$ cat src/hdl/rass_pkg.sv
// Shared types and constants for the return address shadow stack.
// Depends on nothing; every other file imports it.
package rass_pkg;

	localparam int STACK_DEPTH = 64;
	localparam int CNT_W       = $clog2(STACK_DEPTH + 1);
	localparam int GUEST_W     = 32;
	localparam int HOST_W      = 48;

	localparam logic [1:0] OP_PUSH  = 2'd0;
	localparam logic [1:0] OP_POP   = 2'd1;
	localparam logic [1:0] OP_FLUSH = 2'd2;

	typedef struct packed {
		logic [GUEST_W-1:0] guest;
		logic [HOST_W-1:0]  host;
	} rass_entry_t;

	// Shift command broadcast along the cell chain.
	typedef struct packed {
		logic push;
		logic pop;
	} rass_shift_t;

endpackage

$ cat src/hdl/rass_cell.sv
// One stack cell: holds a single guest/host pair and trades it with its neighbours.
// Depends on rass_pkg.
module rass_cell
	import rass_pkg::*;
(
	input  logic        clk,
	input  rass_shift_t shift,
	input  rass_entry_t from_above,
	input  rass_entry_t from_below,
	output rass_entry_t entry
);

	rass_entry_t entry_q;

	// Push moves entries away from the top, pop moves them towards it.
	always_ff @(posedge clk) begin
		if (shift.push) begin
			entry_q <= from_above;
		end else if (shift.pop) begin
			entry_q <= from_below;
		end
	end

	assign entry = entry_q;

endmodule

$ cat config.mk
export PLATFORM = sky130hd
export DESIGN_NAME = rass_cell
export DESIGN_NICKNAME = d
export VERILOG_FILES = /design/src/hdl/rass_pkg.sv /design/src/hdl/rass_cell.sv
export SDC_FILE = /design/constraint.sdc
export NUM_CORES = 1
export LEC_CHECK = 0
export BUFFER_PORTS_ARGS = -buffer_cell sky130_fd_sc_hd__buf_4
export CORE_ASPECT_RATIO = 0.6
export CORE_MARGIN = 2
export CORE_UTILIZATION = 35
export DETAILED_ROUTE_END_ITERATION = 6
export GPL_TIMING_DRIVEN = 0
export HOLD_SLACK_MARGIN = 0.02
export PLACE_DENSITY = 0.68
export SYNTH_ARGS = -nofsm -noshare
export SYNTH_HDL_FRONTEND = slang
export SYNTH_SLANG_ARGS = --single-unit
$ cat constraint.sdc
create_clock -name clk -period 3.89 [get_ports clk]
set_clock_uncertainty 0.15 [all_clocks]
set_input_delay 0.389 -clock clk [delete_from_list [all_inputs] [get_ports clk]]
set_output_delay 0.389 -clock clk [all_outputs]
set_load 0.1 [all_outputs]
Word-level counts from Yosys, hierarchy flattened
Cells that the tools add are included.

word-level totals
  memories = 0
  input port bits = 163
  latch bits = 0
  memory bits (writable) = 0
  register bits = 80
  output and inout bits = 80
  logic and storage cells = 5
  memory bits (read-only) = 0

cells by class
  eq/ne operators = 0
  shift operators = 0
  bitwise gates (word level) = 0
  multiply operators = 0
  $lt $le $gt $ge = 0
  reduce and logical (&&, ||, !) cells = 1
  div/mod/pow operators = 0
  mux-type cells = 2
  add/subtract/negate cells = 0

operator list
  operator            number
  2-to-1 mux 80 bit   2
  nonzero test 2 bit  1

Depth between registers and ports, before layout
  word-level depth = 2
  depth in mapped cells = 3
  depth with buffers taken out = 1

Least setup slack after synthesis
No wires, ideal clock.

  kind = input to register
  start point = input port shift[1] (netlist name)
  end point = register entry_q (netlist bit entry[0]) (enable)
  arrival time = 2.516 ns
  buffers on the path = 2
  setup time = 0.443 ns
  data required time = 3.297 ns
  setup slack = 0.781 ns
  stages on the path = 3
  cells stage by stage = buf_6 -> buf_12 -> or2_1

on the way
  word-level cells in the longest chain between the ends = 1

ends and longest elaborated chain
  what                          line             source
  start, declared               rass_cell.sv:7   input rass_shift_t shift,
  nonzero test 2 bit (no line)  -
  end signal, assigned          rass_cell.sv:18  entry_q <= from_above;
  end signal, assigned          rass_cell.sv:20  entry_q <= from_below;
  end, declared                 rass_cell.sv:13  rass_entry_t entry_q;

No other way between the ends.
A chain may end at the register's enable or synchronous reset.

Final worst setup path
  start point = input port shift[1] (netlist name)
  end point = register entry_q (netlist bit entry[40]) (enable)

Same word-level chain as after synthesis.

==> results.sh <==
export IMPL_vias=2493
export IMPL_final_period_utilization_pct=43.9
export IMPL_cts_sinks=80
export IMPL_dr_first_iter_drc_count=98
export IMPL_p_leak_uw=0.00285
export IMPL_synth_top_family_by_area="multiplexers"
export IMPL_p_int_uw=1820
export IMPL_critical_path_class="in -> reg"
export IMPL_ctsHoldBuffers=0
export IMPL_synth_seq_area_share_pct=63.6
export IMPL_irDropWorstVdd_v=0.000256
export IMPL_yosys_warnings=0
export IMPL_syn_avg_cell_area_sq_um=22.2
export IMPL_synth_compound_area_share_pct=0
export IMPL_core_area_sq_mm=0.0105
export IMPL_fin_hold_ws_ns=0.205
export IMPL_path_clk_slew_ns=0.06
export IMPL_grt_total_usage_pct=15.8
export IMPL_synth_fp_nets=333
export IMPL_ios=243
export IMPL_grt_pass1_vias=2653
export IMPL_final_cell_area_sq_mm=0.00606
export IMPL_hold_path_class="in -> reg"
export IMPL_htree_levels=3
export IMPL_largest_register_ffs=80
export IMPL_holdCritStartpoint="from_above[36]"
export IMPL_grt_overflow_total=0
export IMPL_synthMuxAreaShare_pct=31.7
export IMPL_drt_wirelength_per_cell_microns=16.5
export IMPL_wirelength_microns=9330
export IMPL_cts_root_buf="clkbuf_16"
export IMPL_dpl_cell_area_sq_mm=0.00579
export IMPL_tritoncts="built"
export IMPL_drt_pass1_iterations=4
export IMPL_layout_drive_gt1_share_pct=80.8
export IMPL_synth_adder_area_share_pct=0
export IMPL_crit_fanout=47
export IMPL_yosys_area_share_simple_pct=0.166
export IMPL_relSlewSlack_pct=66.5
export IMPL_cts_buffers=9
export IMPL_drc_errors=0
export IMPL_avgViaCountPerCell=4.40
export IMPL_start_util_pct=35.9
export IMPL_slew_violations=0
export IMPL_p_sw_share_pct=39.0
export IMPL_die_area_sq_mm=0.0117
export IMPL_row_count=29
export IMPL_finalSetupViolCount=0
export IMPL_required_ns=3.75
export IMPL_p_seq_share_pct=36.5
export IMPL_fin_crit_ns=1.71
export IMPL_grt_max_degree=48
export IMPL_grt_first_pass_wirelength_microns=14000
export IMPL_final_common_cell="buf_4"
export IMPL_synthXorXnorAreaFrac_pct=0
export IMPL_tightest_slew_ns=0.502
export IMPL_timing_fmax_mhz=585
export IMPL_dpl_hpwl_microns=7290
export IMPL_startpoint_type="input pin"
export IMPL_status="complete, no violations"
export IMPL_antenna_found_initial=0
export IMPL_cap_viol_max_count=0
export IMPL_synth_cell_types=6
export IMPL_syn_area_sq_mm=0.00378
export IMPL_finalHoldViolCount=0
export IMPL_rsz0062_at_grt="no"
export IMPL_syn2layout_area_growth_pct=60.3
export IMPL_die_h_microns=84.5
export IMPL_worst_ep_arrival_time_ns=1.57
export IMPL_ctsLongestPathBuffers=2
export IMPL_switchingPower_uw=1160
export IMPL_dieWidth_microns=138
export IMPL_finalWeightedCongestion=0.774
export IMPL_diodes=0
export IMPL_comb_power_share_pct=38.3
export IMPL_p_per_area_mw_per_mm2=492
export IMPL_worstHoldEndpoint="entry[36]$_DFFE_PP_"
export IMPL_power_frac_clock_pct=25.3
export IMPL_tns_ns=0
export IMPL_ant_nets=0
export IMPL_cts_resized=0
export IMPL_hold_path_depth=2
export IMPL_ys_ff_latch=80
export IMPL_fin_nets=586
export IMPL_cp_end_kind="flip-flop"
export IMPL_syn_instance_count=170
export IMPL_portBuffers=241
export IMPL_cts_setup_buffers=0
export IMPL_final_cell_mix="241 x buf_4, 80 x edfxtp_1, 79 x mux2_4, 9 x clkbuf_16, 8 x buf_12"
worst max-delay path by stage:
stage	startpoint	endpoint	slack, ns
2_1_floorplan	shift[1]	entry[0]$_DFFE_PP_	0.78
3_3_place_gp	shift[1]	entry[31]$_DFFE_PP_	-0.11
3_5_place_dp	shift[1]	entry[31]$_DFFE_PP_	1.83
4_1_cts	shift[1]	entry[40]$_DFFE_PP_	2.18
5_1_grt	shift[1]	entry[40]$_DFFE_PP_	2.11
6_report	shift[1]	entry[40]$_DFFE_PP_	2.18
routing by layer:
layer | track usage (%) | routed length [microns] | part of all wire (%) | vias up
met1 | 17.0 | 3430 | 37 | 1169
li1 | - | - | - | 1173
met2 | 26.2 | 4590 | 49 | 138
met4 | 4.45 | 137 | 1.5 | 0
met5 | 0 | 0 | 0 | -
met3 | 10.0 | 1170 | 12 | 13
cells in the mapped netlist:
cell type	n	area, sq um
mux2_4	79	1190
mux2_2	1	11.3
or2_1	1	6.26
edfxtp_1	80	2400
buf_6	1	11.3
buf_12	8	160
critical path, cell delays in order:
cell    delay, ns
buf_6        0.20
buf_12       0.18
or2_4        0.45
buf_16       0.30
cell type report:
class	instances	area [sq um]
Fill cell	874	4470
Sequential cell	80	2400
Timing Repair Buffer	242	1840
Multi-Input combinational cell	81	1210
Clock buffer	10	229
Tap cell	139	174
Buffer	9	171
Clock inverter	6	36.3
power groups by stage:
stage	clock network, uW	registers [uW]	logic (uW)
4_1_cts	775	1090	1150
6_report	753	1090	1140
3_3_place_gp	0	1100	1140
5_1_grt	814	1100	1170
2_1_floorplan	0	1800	155
3_5_place_dp	0	1100	1150
stage by stage:
stage	setup WS [ns]	util, %	power (uW)	cells
floorplan	0.781	-	1950	170
global placement	-0.106	54.7	2240	550
detailed placement	1.83	55.0	2250	551
CTS	2.18	57.6	3010	567
global route	2.11	57.6	3080	567
finish	2.18	57.6	2980	567
kinds of logic (layout without fill, tap and decap cells):
group / after synthesis / after routing
buffers and inverters: 9 / 267
muxes: 80 / 80
and+or+nand+nor: 1 / 1
DFF: 80 / 80
Note: power is estimated with default switching activity, not from simulation.
